$ cat src/mbp_pkg.sv
`timescale 1ns / 1ps

package mbp_pkg;

  // Longest code a push may carry; longer counts are clamped to this
  localparam int MAX_CODE_BITS = 16;
  // Width of the input code field, fixed by the interface
  localparam int CODE_W        = 16;
  // Width of the input bit count field
  localparam int BC_W          = 5;
  // Up to 7 held bits plus one full code
  localparam int HELD_W        = 7;
  localparam int ACC_W         = HELD_W + MAX_CODE_BITS;
  localparam int TOT_W         = $clog2(ACC_W + 1);
  localparam int N_W           = $clog2(MAX_CODE_BITS + 1);
  // Most bytes a single push can complete
  localparam int MAX_BYTES     = ACC_W / 8;
  localparam int CNT_W         = $clog2(MAX_BYTES + 1);
  localparam int IDX_W         = (MAX_BYTES > 1) ? $clog2(MAX_BYTES) : 1;
  // Queue between front and back
  localparam int QDEPTH        = 2;
  localparam int QPTR_W        = 1;
  localparam int QCNT_W        = 2;

  // Input operation codes
  localparam logic OP_PUSH  = 1'b0;
  localparam logic OP_FLUSH = 1'b1;

  // One queued job: completed bytes, earliest in entry 0, and how many are valid
  typedef struct packed {
    logic [MAX_BYTES-1:0][7:0] bytes;
    logic [CNT_W-1:0]          cnt;
  } mbp_rec_t;

  // Queue status seen by both sides
  typedef struct packed {
    logic full;
    logic empty;
  } mbp_qstat_t;

endpackage

$ cat src/mbp_front.sv
`timescale 1ns / 1ps

module mbp_front (
  input  logic                      clk,
  input  logic                      rst_n,
  input  logic                      in_valid,
  output logic                      in_stall,
  input  logic                      in_op,
  input  logic [mbp_pkg::BC_W-1:0]  in_bit_count,
  input  logic [mbp_pkg::CODE_W-1:0] in_code_bits,
  input  mbp_pkg::mbp_qstat_t       q_stat,
  output logic                      push,
  output mbp_pkg::mbp_rec_t         push_rec
);
  import mbp_pkg::*;

  logic [HELD_W-1:0] held_bits_r, held_bits_nxt;
  logic [2:0]        held_count_r, held_count_nxt;

  logic              accept;
  logic [N_W-1:0]    n_eff;
  logic [ACC_W-1:0]  mask_wide;
  logic [ACC_W-1:0]  acc;
  logic [ACC_W-1:0]  aligned;
  logic [TOT_W-1:0]  total;
  logic [7:0]        hmask;
  logic [CNT_W-1:0]  cnt;

  assign in_stall = q_stat.full;
  assign accept   = in_valid && !q_stat.full;

  // Clamp the count; a flush appends nothing
  always_comb begin
    if (in_op == OP_FLUSH) begin
      n_eff = '0;
    end else if (int'(in_bit_count) > MAX_CODE_BITS) begin
      n_eff = N_W'(MAX_CODE_BITS);
    end else begin
      n_eff = N_W'(in_bit_count);
    end
  end

  // Append the code behind the held bits
  assign mask_wide = (ACC_W'(1) << n_eff) - ACC_W'(1);
  assign acc       = (ACC_W'(held_bits_r) << n_eff)
                   | (ACC_W'(in_code_bits) & mask_wide);
  assign total     = TOT_W'(held_count_r) + TOT_W'(n_eff);

  // Left-align so the earliest bit sits at the top; zero fill pads a flush
  assign aligned = acc << (TOT_W'(ACC_W) - total);

  // Job record: completed bytes and their count
  always_comb begin
    for (int k = 0; k < MAX_BYTES; k++) begin
      push_rec.bytes[k] = aligned[ACC_W-1-8*k -: 8];
    end
    push_rec.cnt = cnt;
  end

  // Byte count and remaining held bits
  assign hmask = (8'(1) << total[2:0]) - 8'(1);

  always_comb begin
    if (in_op == OP_FLUSH) begin
      cnt            = (held_count_r != 3'd0) ? CNT_W'(1) : '0;
      held_bits_nxt  = '0;
      held_count_nxt = '0;
    end else begin
      cnt            = CNT_W'(total >> 3);
      held_bits_nxt  = acc[HELD_W-1:0] & hmask[HELD_W-1:0];
      held_count_nxt = total[2:0];
    end
  end

  assign push         = accept && (cnt != '0);

  // Held state advances on every accepted transfer
  always_ff @(posedge clk) begin
    if (!rst_n) begin
      held_bits_r  <= '0;
      held_count_r <= '0;
    end else if (accept) begin
      held_bits_r  <= held_bits_nxt;
      held_count_r <= held_count_nxt;
    end
  end

endmodule

$ cat src/mbp_queue.sv
`timescale 1ns / 1ps

module mbp_queue (
  input  logic                clk,
  input  logic                rst_n,
  input  logic                push,
  input  mbp_pkg::mbp_rec_t   push_rec,
  input  logic                pop,
  output mbp_pkg::mbp_rec_t   pop_rec,
  output mbp_pkg::mbp_qstat_t q_stat
);
  import mbp_pkg::*;

  mbp_rec_t           slot_r [QDEPTH];
  logic [QPTR_W-1:0]  wr_ptr_r, wr_ptr_nxt;
  logic [QPTR_W-1:0]  rd_ptr_r, rd_ptr_nxt;
  logic [QCNT_W-1:0]  count_r, count_nxt;

  assign q_stat.full  = (count_r == QCNT_W'(QDEPTH));
  assign q_stat.empty = (count_r == '0);
  assign pop_rec      = slot_r[rd_ptr_r];

  // Pointer and fill bookkeeping
  always_comb begin
    wr_ptr_nxt = wr_ptr_r + (push ? QPTR_W'(1) : '0);
    rd_ptr_nxt = rd_ptr_r + (pop ? QPTR_W'(1) : '0);
    count_nxt  = count_r + (push ? QCNT_W'(1) : '0) - (pop ? QCNT_W'(1) : '0);
  end

  always_ff @(posedge clk) begin
    if (!rst_n) begin
      wr_ptr_r <= '0;
      rd_ptr_r <= '0;
      count_r  <= '0;
    end else begin
      wr_ptr_r <= wr_ptr_nxt;
      rd_ptr_r <= rd_ptr_nxt;
      count_r  <= count_nxt;
    end
  end

  // Entry storage
  always_ff @(posedge clk) begin
    if (push) begin
      slot_r[wr_ptr_r] <= push_rec;
    end
  end

endmodule

$ cat src/mbp_back.sv
`timescale 1ns / 1ps

module mbp_back (
  input  logic                clk,
  input  logic                rst_n,
  input  mbp_pkg::mbp_qstat_t q_stat,
  input  mbp_pkg::mbp_rec_t   pop_rec,
  output logic                pop,
  output logic                out_valid,
  input  logic                out_stall,
  output logic [7:0]          out_byte,
  output logic                out_last
);
  import mbp_pkg::*;

  mbp_rec_t          cur_r;
  logic [IDX_W-1:0]  idx_r;
  logic              busy_r;
  logic              at_last;
  logic              done;

  // Current byte of the job in hand
  assign at_last   = ((CNT_W'(idx_r) + CNT_W'(1)) == cur_r.cnt);
  assign out_valid = busy_r;
  assign out_byte  = cur_r.bytes[idx_r];
  assign out_last  = at_last;

  // Take the next job when idle or when the final byte transfers
  assign done = busy_r && !out_stall && at_last;
  assign pop  = !q_stat.empty && (!busy_r || done);

  always_ff @(posedge clk) begin
    if (!rst_n) begin
      busy_r <= 1'b0;
      idx_r  <= '0;
    end else if (pop) begin
      busy_r <= 1'b1;
      idx_r  <= '0;
    end else if (busy_r && !out_stall) begin
      if (at_last) begin
        busy_r <= 1'b0;
      end else begin
        idx_r <= idx_r + IDX_W'(1);
      end
    end
  end

  // Job payload
  always_ff @(posedge clk) begin
    if (pop) begin
      cur_r <= pop_rec;
    end
  end

endmodule

$ cat src/msb_first_bit_packer.sv
`timescale 1ns / 1ps

// Channel  Direction  Handshake            Payload
// in       input      in_valid/in_stall    in_op, in_bit_count, in_code_bits
// out      output     out_valid/out_stall  out_byte, out_last
//
// A push is classified in its accept cycle and queued with its completed bytes.
// The output gives one byte per cycle unless out_stall holds it, so a code
// that completes two bytes holds the output for both; the back end sets the
// sustained rate. Items that complete no byte never reach the queue.
// in_stall rises only while the two-entry job queue is full.
// Synchronous active-low reset clears the held bits, queue and output.
module msb_first_bit_packer (
  input  logic                        clk,
  input  logic                        rst_n,
  input  logic                        in_valid,
  output logic                        in_stall,
  input  logic                        in_op,
  input  logic [mbp_pkg::BC_W-1:0]    in_bit_count,
  input  logic [mbp_pkg::CODE_W-1:0]  in_code_bits,
  output logic                        out_valid,
  input  logic                        out_stall,
  output logic [7:0]                  out_byte,
  output logic                        out_last
);
  import mbp_pkg::*;

  logic       push;
  logic       pop;
  mbp_rec_t   push_rec;
  mbp_rec_t   pop_rec;
  mbp_qstat_t q_stat;

  mbp_front u_front (
    .clk          (clk),
    .rst_n        (rst_n),
    .in_valid     (in_valid),
    .in_stall     (in_stall),
    .in_op        (in_op),
    .in_bit_count (in_bit_count),
    .in_code_bits (in_code_bits),
    .q_stat       (q_stat),
    .push         (push),
    .push_rec     (push_rec)
  );

  mbp_queue u_queue (
    .clk      (clk),
    .rst_n    (rst_n),
    .push     (push),
    .push_rec (push_rec),
    .pop      (pop),
    .pop_rec  (pop_rec),
    .q_stat   (q_stat)
  );

  mbp_back u_back (
    .clk       (clk),
    .rst_n     (rst_n),
    .q_stat    (q_stat),
    .pop_rec   (pop_rec),
    .pop       (pop),
    .out_valid (out_valid),
    .out_stall (out_stall),
    .out_byte  (out_byte),
    .out_last  (out_last)
  );

  // Queue never overflows or underflows
  a_no_overflow: assert property (@(posedge clk) disable iff (!rst_n)
    push |-> !q_stat.full)
    else $error("job pushed into a full queue");

  a_no_underflow: assert property (@(posedge clk) disable iff (!rst_n)
    pop |-> !q_stat.empty)
    else $error("job popped from an empty queue");

  // Only jobs with one to MAX_BYTES bytes are queued
  a_job_size: assert property (@(posedge clk) disable iff (!rst_n)
    push |-> (push_rec.cnt != '0) && (int'(push_rec.cnt) <= MAX_BYTES))
    else $error("queued job has a bad byte count");

endmodule
$ cat config.mk
export PLATFORM = sky130hd
export DESIGN_NAME = msb_first_bit_packer
export DESIGN_NICKNAME = d
export VERILOG_FILES = /design/src/mbp_pkg.sv /design/src/mbp_front.sv /design/src/mbp_queue.sv /design/src/mbp_back.sv /design/src/msb_first_bit_packer.sv
export SDC_FILE = /design/constraint.sdc
export NUM_CORES = 1
export LEC_CHECK = 0
export BUFFER_PORTS_ARGS = -buffer_cell sky130_fd_sc_hd__buf_2
export CORE_ASPECT_RATIO = 0.5
export CORE_MARGIN = 10
export CORE_UTILIZATION = 50
export CTS_CLUSTER_SIZE = 24
export DETAILED_ROUTE_END_ITERATION = 6
export PLACE_DENSITY = 0.66
export SLEW_MARGIN = 40
export SYNTH_ARGS = -nofsm -noshare
export SYNTH_HDL_FRONTEND = slang
export SYNTH_SLANG_ARGS = --single-unit
export TNS_END_PERCENT = 100
$ cat constraint.sdc
create_clock -name clk -period 8.6 [get_ports clk]
set_input_delay 0.43 -clock clk [delete_from_list [all_inputs] [get_ports clk]]
set_output_delay 0.43 -clock clk [all_outputs]
set_load 0.005 [all_outputs]
Yosys cells after proc, flatten, opt, wreduce, memory -nomap -nowiden

Memories as Yosys holds them, arrays and structs flattened. A register that Yosys moved wholly into a read port is not among the register bits.
Index checks and enable logic that the tools add are counted.

Register bits after elaboration: 16
Memories: 1
RAM bits: 36

Memory list:

| name           | words | bits a word | rd ports | clocked after memory_dff | wr ports | RTL line        | text |
|---|---|---|---|---|---|---|---|
| u_queue.slot_r | 2     | 18          | 1        | 1                        | 1        | mbp_queue.sv:14 | `mbp_rec_t slot_r [QDEPTH];` |

Equal/unequal tests: 2
Order comparisons: 2
Reductions and logical operators: 18
Shifts and indexed selects: 4
$add $sub $neg: 10
Bitwise logic cells: 5
Muxes and demuxes: 16

Operator list:

| cell                  | count |
|---|---|
| $and 16x23->23        | 1 |
| $or 23x23->23         | 1 |
| $shl 1x5->23 const A  | 1 |
| $shl 23x5->23         | 1 |
| $shl 7x5->23          | 1 |
| $sub 23x2->23 const B | 1 |
| $mux 8                | 2 |
| $mux 5                | 2 |
| $mux 1                | 9 |
| $and 7x7->7           | 1 |
| $mux 7                | 1 |
| $shl 1x3->7 const A   | 1 |
| $sub 7x2->7 const B   | 1 |
| $reduce_bool 2->1     | 3 |
| $add 3x5->5           | 1 |
| $gt 5x5->1 const B    | 1 |
| $logic_and 1x1->1     | 5 |
| $sub 5x5->5 const A   | 1 |
| $logic_not 1->1       | 4 |
| $reduce_and 2->1      | 2 |
| $mux 3                | 1 |
| $reduce_bool 3->1     | 1 |
| $add 1x1->1           | 2 |
| $add 1x1->2 const B   | 1 |
| other kinds (11)      | 12 |

Longest topological paths before layout

Gate-level depths: netlist (run 1).

Word-level depth: 10
Mapped depth: 16
Gate-level depth less buffers: 14

By module

Synthesis (run 1) repeated with hierarchy kept, for this count alone.

Cell total of the unflattened synthesis: 548
Area, all modules: 5,305.1 µm²

Modules (own cells, without submodules):

| module    | area each (µm²) | cells an instance | times used |
|---|---|---|---|
| mbp_front | 2,934.1         | 429               | 1 |
| mbp_queue | 1,586.5         | 77                | 1 |
| mbp_back  | 784.5           | 42                | 1 |

Worst setup path before layout (run 1)

Ideal clock, no wire load.

Kind: input to register
From: input in_op
To: register u_front.held_bits_r[6]
Arrival: 3,512 ps
Path slack: 5,023 ps
Stages: 16
Data required time: 8,535 ps
Path through: buf_6 > nor3b_4 > ha_1 > inv_1 > fa_1 > xor2_1 > clkbuf_1 > clkbuf_1 > nand3_1 > ha_1 > xor2_1 > nor3_1 > a31oi_1 > nor4_1 > a21oi_1 > nor2b_1

Word-level cells in the longest chain between the ends: 7

Ends and longest elaborated chain:

| item                   | RTL line                   | text |
|---|---|---|
| start: declaration     | msb_first_bit_packer.sv:18 | `input logic in_op,` |
| $mux 5                 | mbp_front.sv:34            | `if (in_op == OP_FLUSH) begin` |
| $shl 1x5->23           | mbp_front.sv:44            | `assign mask_wide = (ACC_W'(1) << n_eff) - ACC_W'(1);` |
| $sub 23x2->23          | mbp_front.sv:44            |  |
| $and 16x23->23         | mbp_front.sv:46            | `\| (ACC_W'(in_code_bits) & mask_wide);` |
| $or 23x23->23          | mbp_front.sv:46            |  |
| $and 7x7->7            | mbp_front.sv:70            | `held_bits_nxt = acc[HELD_W-1:0] & hmask[HELD_W-1:0];` |
| $mux 7 *               | mbp_front.sv:64            | `if (in_op == OP_FLUSH) begin` |
| end signal: assignment | mbp_front.sv:83            | `held_bits_r <= held_bits_nxt;` |
| end: declaration       | mbp_front.sv:17            | `logic [HELD_W-1:0] held_bits_r, held_bits_nxt;` |

Mark *: on every way between the ends. The rest lies on a longest branch, timed or not.
A chain may end at the register's enable or synchronous reset.

==> results of run 1 <==
==> state kept, by name, summed over array words and instances, names as in the netlist <==
register              count
u_queue.slot_r           36
u_back.cur_r             18
u_front.held_bits_r       7
u_front.held_count_r      3
u_queue.count_r           2
u_back.idx_r              1
u_back.out_valid          1
u_queue.rd_ptr_r          1
u_queue.wr_ptr_r          1
==> cell families after synthesis <==
logic type | share of synthesized area, %
fa+ha+maj | 2.57
flops | 37.6
mux | 14.4
buf+inv | 4.94
compound gates | 21.9
xor+xnor | 1.69
simple gates | 16.9
==> report_power, final <==
group	internal (mW)	switching (mW)	total (mW)
Combinational	0.144	0.180	0.324
Clock	0.226	0.135	0.361
Sequential	0.446	0.0332	0.479
Total	0.816	0.348	1.16
==> layout by cell type (no fill, tap or decap), types with 4 or more instances in the layout <==
| master | count |
|---|---|
| a21oi_1 | 33 |
| o32ai_1 | 6 |
| o21a_1 | 4 |
| nor4b_1 | 4 |
| a22o_1 | 4 |
| dfxtp_1 | 15 |
| nand2_1 | 40 |
| o21ai_0 | 27 |
| a31oi_1 | 5 |
| o22ai_1 | 14 |
| a21o_1 | 6 |
| ha_1 | 7 |
| edfxtp_1 | 54 |
| clkbuf_16 | 9 |
| xnor2_1 | 6 |
| buf_4 | 6 |
| or2_2 | 4 |
| a211oi_1 | 12 |
| a22oi_1 | 7 |
| o221ai_1 | 7 |
| nand2b_1 | 8 |
| or3_1 | 4 |
| o211ai_1 | 4 |
| buf_2 | 36 |
| mux2i_1 | 25 |
| and2_1 | 6 |
| mux4_2 | 5 |
| inv_2 | 4 |
| inv_1 | 14 |
| nor3_1 | 9 |
| nand3_1 | 10 |
| o31ai_1 | 5 |
| nor4_1 | 5 |
| nor2b_1 | 17 |
| mux2_2 | 34 |
| nor2_1 | 29 |
==> metrics by stage <==
step           cell area [um^2]  utilization (%)
2_1_floorplan              5170                -
3_3_place_gp               5390             53.1
3_5_place_dp               5390             53.1
4_1_cts                    5690             56.1
5_1_grt                    5700             56.1
6_report                   5700             56.1
==> routing by layer <==
| metal | share of wire, % | vias up | routed length [um] |
|---|---|---|---|
| li1 | - | 2083 | - |
| met1 | 45 | 2091 | 6510 |
| met2 | 42 | 265 | 6090 |
| met3 | 9.7 | 35 | 1400 |
| met4 | 2.7 | 0 | 393 |
| met5 | 0 | - | 0 |
==> worst max path at each step <==
stage	start	to	slack, ps	cells past startpoint
2_1_floorplan	in_op	u_front.held_bits_r[6]	5020	16
3_3_place_gp	in_bit_count[0]	u_queue.slot_r[0][16]	4430	13
3_5_place_dp	in_bit_count[0]	u_queue.slot_r[0][16]	4460	13
4_1_cts	in_bit_count[0]	u_queue.slot_r[0][16]	4800	13
5_1_grt	in_op	u_queue.slot_r[0][17]	4430	13
6_report	in_bit_count[0]	u_queue.slot_r[0][16]	4710	13
==> area by class of cell <==
cell class,count,area (um^2)
well taps,140,175
inverters,19,71.3
flip-flops and latches,70,1940
repair buffers,42,225
fillers,902,4450
multi-input cells,406,2980
clock inverters,6,70.1
clock buffers,10,229
==> flow_summary.yaml, run 1 <==
outcome:
  status: "finished clean"
route:
  vias: 4474
  wl_per_cell_um: 20.8
  drc: 0
  drt_wl_total_um: 14400
  via_per_inst: 6.46
  ant_nets: 0
  drt_pass1_iterations: 5
  drt_iter0_markers: 503
grt:
  busiest_layer: "met2"
  track_usage_pct: 19.0
  grt_pass1_wl_um: 23000
  grt-ovfl-total: 0
  grt_use_met2_pct: 27.4
  grt_max_degree: 35
  grt_use_met3_pct: 4.10
  gr-usage-met1_pct: 27.2
  grt_pass1_vias: 4134
  antenna_found_initial: 0
synth:
  synth_ff_type: "edfxtp_1"
  synth_async_sr_flop_share_pct: 0
  synth_area_mm2: 0.00517
  yosys.area.top_type: "edfxtp_1"
  synthTopCellsByCount: "edfxtp_1, nand2_1, mux2_2"
  synth_area_leaders: "edfxtp_1, mux2_2, dfxtp_1"
  syn_nets: 571
  syn_avg_cell_area_um2: 9.66
  ys_types: 74
  ys_seq_elements: 70
  synth_most_common_cell: "edfxtp_1"
  synth_top_area_share_pct: 31.4
  synth-edff-count: 54
  yosys_warnings: 0
  ys_seq_area_share_pct: 37.6
  postSynthCellCount: 535
cts:
  cts.htree.levels: 3
  cts_tree: "yes"
  cts-resized-gates: 0
  ctsHoldBuffers: 0
  clock_path_buffers: 2
  cts_buffers: 9
  clkTransAtPathRegs_ps: 60
  insertion_delay_ps: 330
  post_cts_buffers: 0
  clock_sinks: 70
  clock-root-buffer: "clkbuf_16"
power:
  ir_worst_vdd_uv: 103
  power_density_mw_per_mm2: 204
  p_leak_nw: 2.02
  p_total_mw: 1.16
sta:
  report.final.slew_viol_count: 0
  period_needed_ps: 3890
  fmax_ghz: 0.257
  hold_viol_final: 0
  setup_ws_ps: 4710
  setup_violations: 0
  fin_crit_sh_pct: 45.2
  rsz0062_at_grt: "no"
  slew_headroom_pct: 49.7
  tightest_slew_ps: 745
  fin_hold_ws_ps: 474
  clock_skew_ps: 7.74
  fin_tns_setup_ps: 0
floorplanning:
  floorplan.initialDensity_pct: 50.9
  io_pins: 37
  die_y_um: 91.9
  dieWidth_um: 164
  rows: 26
  die_area_mm2: 0.0150
  fp.coreArea_mm2: 0.0101
place:
  dp_hpwl_um: 10600
  gp_congestion: 0.983
  io_buffers: 36
  post-place-ws_ps: 4460
  placed_cells: 677
worst_setup_path:
  crit_type: "input port to flip-flop"
  r2r_start: "u_front.held_count_r[0]"
  cp_num_buf_inv: 4
  worstPathCellList: "buf_2, nor3b_4, ha_1, inv_1, fa_1, buf_4, inv_2, nand2_1, o32ai_1, nand2_1, o211a_1, a21o_1, o21ai_0"
  r2r_cells: 11
  slowest_delay_ps: 500
  required_ps: 8720
  reg2reg_slack_ps: 5420
  crit-reg2reg-capture: "u_queue.slot_r[0][16]"
  worst_path_max_delay_cell: "nor3b_4"
  startpoint_type: "input port"
  critical-path-top-delay-family: "compound AO/OA/AOI/OAI gates"
  worst_setup_path_end_kind: "flip-flop"
  critPathMaxFanout: 25
  crit_arrival_ps: 4000
  crit_top_cell: "nand2_1"
finish:
  antennaDiodeCount: 0
  area_delta_synth_final_pct: 10.2
  num-nets-final: 584
  stdcell_count: 693
  layout-drive-gt1-share_pct: 21.5
hold_path:
  holdPathStages: 2
  hold-path-endpoint: "u_back.out_valid"
  holdCritStartpoint: "rst_n"
  hold_class: "input port to flip-flop"
flow_run:
  maxCapViolCount: 0
Note: power is estimated with default switching activity, not from simulation.
==> run 2: changes to the inputs <==
==> constraint.sdc (replaced) <==
create_clock -name clk -period 4 [get_ports clk]
set_input_delay 0.2 -clock clk [delete_from_list [all_inputs] [get_ports clk]]
set_output_delay 0.2 -clock clk [all_outputs]
set_load 0.005 [all_outputs]
==> run 2 against run 1 <==
Effect of this change:
- first-iteration DRC count rose by 9.7%
- utilization grew 0.90 points
- count of clock-buffer cells in the layout decreased by 1
- critical path type unchanged
==> flow_summary.yaml, run 2 (same netlist as run 1, synthesis figures left out) <==
outcome:
  status: "finished clean"
worst_setup_path:
  required_ps: 4170
  worst_path_max_delay_cell: "mux4_2"
  crit_arrival_ps: 3570
  critical-path-top-delay-family: "simple AND/OR/NAND/NOR gates"
  crit_type: "input port to flip-flop"
  worstPathCellList: "buf_2, or3b_1, and2_4, o21ai_1, ha_1, or4b_1, o21ai_0, o21a_1, a31oi_1, mux4_2, and2_0, a211oi_1, nand3b_1"
  worst_setup_path_end_kind: "flip-flop"
  cp_num_buf_inv: 1
  startpoint_type: "input port"
  slowest_delay_ps: 530
  critPathMaxFanout: 19
cts:
  clock-root-buffer: "clkbuf_16"
  cts.htree.levels: 3
  insertion_delay_ps: 330
  clkTransAtPathRegs_ps: 50
  cts_buffers: 9
  ctsHoldBuffers: 0
  cts-resized-gates: 0
  clock_sinks: 70
  clock_path_buffers: 2
  post_cts_buffers: 0
  cts_tree: "yes"
floorplanning:
  fp.coreArea_mm2: 0.0101
  rows: 26
  dieWidth_um: 164
  floorplan.initialDensity_pct: 50.9
  die_y_um: 91.9
  io_pins: 37
  die_area_mm2: 0.0150
grt:
  grt_max_degree: 34
  track_usage_pct: 18.7
  grt-ovfl-total: 0
  grt_pass1_vias: 4171
  antenna_found_initial: 0
  grt_pass1_wl_um: 22600
power:
  p_total_mw: 2.50
  ir_worst_vdd_uv: 205
  p_leak_nw: 2.08
  power_density_mw_per_mm2: 432
sta:
  fin_crit_sh_pct: 84.9
  setup_violations: 0
  fin_tns_setup_ps: 0
  tightest_slew_ps: 754
  report.final.slew_viol_count: 0
  fmax_ghz: 0.294
  period_needed_ps: 3400
  rsz0062_at_grt: "no"
  clock_skew_ps: 5.63
  hold_viol_final: 0
  slew_headroom_pct: 49.1
finish:
  fin_area_mm2: 0.00579
  final_common_cell: "edfxtp_1"
  num-nets-final: 597
  largest_register_ff_count: 36
  stdcell_count: 706
  layout-drive-gt1-share_pct: 23.0
  top_regs: "u_queue.slot_r (36), u_back.cur_r (18), u_front.held_bits_r (7)"
  antennaDiodeCount: 0
  fillers: 912
  final_cell_mix: "edfxtp_1, nand2_1, buf_2"
  area_delta_synth_final_pct: 12.0
  registers.top_by_ff_count: "u_queue.slot_r"
  utilization_pct: 57.0
route:
  drt_pass1_iterations: 7
  via_per_inst: 6.37
  drt_wl_total_um: 14200
  drc: 0
  drt_iter0_markers: 552
  wl_per_cell_um: 20.0
  ant_nets: 0
  vias: 4494
place:
  io_buffers: 36
  placed_cells: 690
  place_area_mm2: 0.00549
  dp_hpwl_um: 10500
  gp_congestion: 0.961
hold_path:
  hold_class: "input port to flip-flop"
flow_run:
  maxCapViolCount: 0
## run 2: through the flow
step	setup WS (ps)	hold slack, ps
after global routing	469	246
after floorplan	653	328
after detailed placement	323	528
after global placement	420	522
after CTS	668	211
final	602	226
## run 2: final timing paths
| kind | to | cells past startpoint | from | slack (ps) |
|---|---|---|---|---|
| max reg2reg | u_front.held_bits_r[6] | 12 | u_front.held_count_r[0] | 1080 |
| min reg2reg | u_back.out_valid | 1 | u_queue.count_r[0] | 540 |
| max | u_queue.slot_r[1][3] | 13 | in_bit_count[4] | 600 |
| min | u_back.out_valid | 2 | rst_n | 230 |
## run 2: worst register-to-register path: cells and delay by family, from the launching register on
kind                     cells  cell delay [ps]
XOR/XNOR                     2              650
adder cells (fa/ha/maj)      3              910
buffers and inverters        1               50
AND/OR/NAND/NOR              4              720
AO/OA/AOI/OAI                2              160
flip-flops                   1              380
## run 2: layout make-up
| cell class | instances | area (um^2) | share of cell area, % |
|---|---|---|---|
| flip-flops and latches | 70 | 1940 | 33.6 |
| repair buffers | 55 | 323 | 5.58 |
| inverters | 19 | 71.3 | 1.23 |
| clock buffers | 9 | 225 | 3.89 |
| multi-input cells | 406 | 2980 | 51.4 |
| clock inverters | 7 | 72.6 | 1.25 |
| well taps | 140 | 175 | 3.03 |
## run 2: metal layers
layer / track usage [%] / routed length, um / vias to the layer above
li1: - / - / 2108
met1: 26.9 / 6760 / 2140
met2: 27.1 / 5960 / 219
met3: 3.88 / 1100 / 27
met4: 6.51 / 334 / 0
met5: 0 / 0 / -
## run 2: power by group
group | internal [mW] | switching [mW]
Combinational | 0.318 | 0.382
Clock | 0.483 | 0.291
Sequential | 0.958 | 0.0698
Total | 1.76 | 0.742
==> run 3: changes to the inputs <==
==> constraint.sdc (replaced) <==
create_clock -name clk -period 3.4 [get_ports clk]
set_input_delay 0.17 -clock clk [delete_from_list [all_inputs] [get_ports clk]]
set_output_delay 0.17 -clock clk [all_outputs]
set_load 0.005 [all_outputs]
==> run 3 against run 2 <==
Effect of this change:
- total power is 19% higher
- non-clock buffer count increased by 17
- sequential cell count is the same
- routed wire length up 5.3%
- combinational power increased by 23%
- critical path depth is the same
- register-to-register slack got worse by 740 ps
- die area is the same
- design area increased by 2.5%
- largest power group unchanged
- highest routed layer unchanged
==> flow_summary.yaml, run 3 (same netlist as run 1, synthesis figures left out) <==
power:
  power_density_mw_per_mm2: 502
  pwr-share-comb_pct: 28.9
  p_leak_nw: 2.16
  switching_power_mw: 0.897
  ir_worst_vdd_uv: 245
  power.share.sequential_pct: 40.8
  p_int_mw: 2.08
  clkPwrFrac_pct: 30.4
  switching_share_pct: 30.1
sta:
  rsz0062_at_grt: "no"
  fmax_ghz: 0.321
  tightest_slew_ps: 709
  slew_headroom_pct: 52.7
  fin_crit_sh_pct: 91.6
  hold_viol_final: 0
  period_needed_ps: 3120
  clock_skew_ps: 7.15
  setup_violations: 0
  report.final.slew_viol_count: 0
  fin_tns_setup_ps: 0
finish:
  stdcell_count: 722
  top_regs: "u_queue.slot_r (36), u_back.cur_r (18), u_front.held_bits_r (7)"
  largest_register_ff_count: 36
  layout-drive-gt1-share_pct: 25.1
  antennaDiodeCount: 0
  final_cell_mix: "edfxtp_1, nand2_1, buf_2"
  num-nets-final: 614
  area_delta_synth_final_pct: 14.8
  final_common_cell: "edfxtp_1"
  registers.top_by_ff_count: "u_queue.slot_r"
outcome:
  status: "finished clean"
floorplanning:
  dieWidth_um: 164
  io_pins: 37
  fp.coreArea_mm2: 0.0101
  die_area_mm2: 0.0150
  rows: 26
  floorplan.initialDensity_pct: 50.9
  die_y_um: 91.9
cts:
  cts.htree.levels: 3
  clock_path_buffers: 2
  clock_sinks: 70
  cts_tree: "yes"
  clkTransAtPathRegs_ps: 50
  clock-root-buffer: "clkbuf_16"
  insertion_delay_ps: 330
  cts_buffers: 9
  cts-resized-gates: 0
  post_cts_buffers: 0
  ctsHoldBuffers: 0
place:
  placed_cells: 707
  dp_hpwl_um: 11100
  io_buffers: 36
  gp_congestion: 0.990
grt:
  grt_pass1_wl_um: 24200
  busiest_layer: "met2"
  gr-usage-met1_pct: 28.8
  track_usage_pct: 20.1
  grt-ovfl-total: 0
  grt_use_met2_pct: 29.8
  grt_max_degree: 34
  antenna_found_initial: 0
  grt_use_met3_pct: 3.61
  grt_pass1_vias: 4393
worst_setup_path:
  critPathMaxFanout: 9
  worst_setup_path_end_kind: "flip-flop"
  startpoint_type: "input port"
  required_ps: 3560
  crit_type: "input port to flip-flop"
  crit_arrival_ps: 3270
route:
  drc: 0
  wl_per_cell_um: 20.7
  drt_pass1_iterations: 5
  ant_nets: 0
  via_per_inst: 6.34
  drt_wl_total_um: 14900
  vias: 4574
  drt_iter0_markers: 525
hold_path:
  hold_class: "input port to flip-flop"
flow_run:
  maxCapViolCount: 0
## run 3: power by group through the flow
stage	Combinational, mW	Sequential, mW	Clock, mW
after floorplan	0.608	1.18	0
after global placement	0.845	1.22	0
after detailed placement	0.856	1.23	0
after CTS	0.864	1.22	0.920
after global routing	0.951	1.24	0.959
final	0.860	1.21	0.905
## run 3: metal layers
| metal | wire length (um) | share of wire, % | vias up |
|---|---|---|---|
| li1 | - | - | 2151 |
| met1 | 6970 | 47 | 2179 |
| met2 | 6480 | 43 | 222 |
| met3 | 1190 | 8.0 | 22 |
| met4 | 272 | 1.8 | 0 |
| met5 | 0 | 0 | - |
## run 3: worst paths after layout
path / from / end / slack, ps / cells after the start
max: in_op / u_queue.slot_r[0][17] / 280 / 13
min: rst_n / u_back.out_valid / 210 / 2
max reg2reg: u_front.held_bits_r[4] / u_queue.slot_r[1][8] / 340 / 8
min reg2reg: u_queue.slot_r[0][0] / u_back.cur_r[0] / 550 / 1
## run 3: through the flow
stage | util (%) | cell area, um^2 | setup WS, ps | hold slack (ps) | power, mW
after floorplan | - | 5170 | 82.5 | 298 | 1.79
after global placement | 55.6 | 5640 | 141 | 522 | 2.07
after detailed placement | 55.6 | 5640 | 37.9 | 530 | 2.09
after CTS | 58.4 | 5930 | 380 | 195 | 3.00
after global routing | 58.4 | 5930 | 95.7 | 242 | 3.15
final | 58.4 | 5930 | 285 | 205 | 2.98
## run 3: worst max-delay path, cell delays in order
cell and delay, ps:
buf_2 150, or3b_1 390, and2_4 170, o21ai_1 100
ha_1 250, or4b_1 460, o21ai_0 130, a21o_1 120
a221oi_1 120, mux2_2 340, o21ai_0 430, mux2i_1 190
o21ai_0 240
## run 3: final cells by class
type	instances	area, um^2
tap	140	175
clock inverter	6	62.6
fill	945	4220
timing repair buffer	72	475
inverter	19	71.3
multi-input combinational	406	2980
clock buffer	9	225
sequential	70	1940
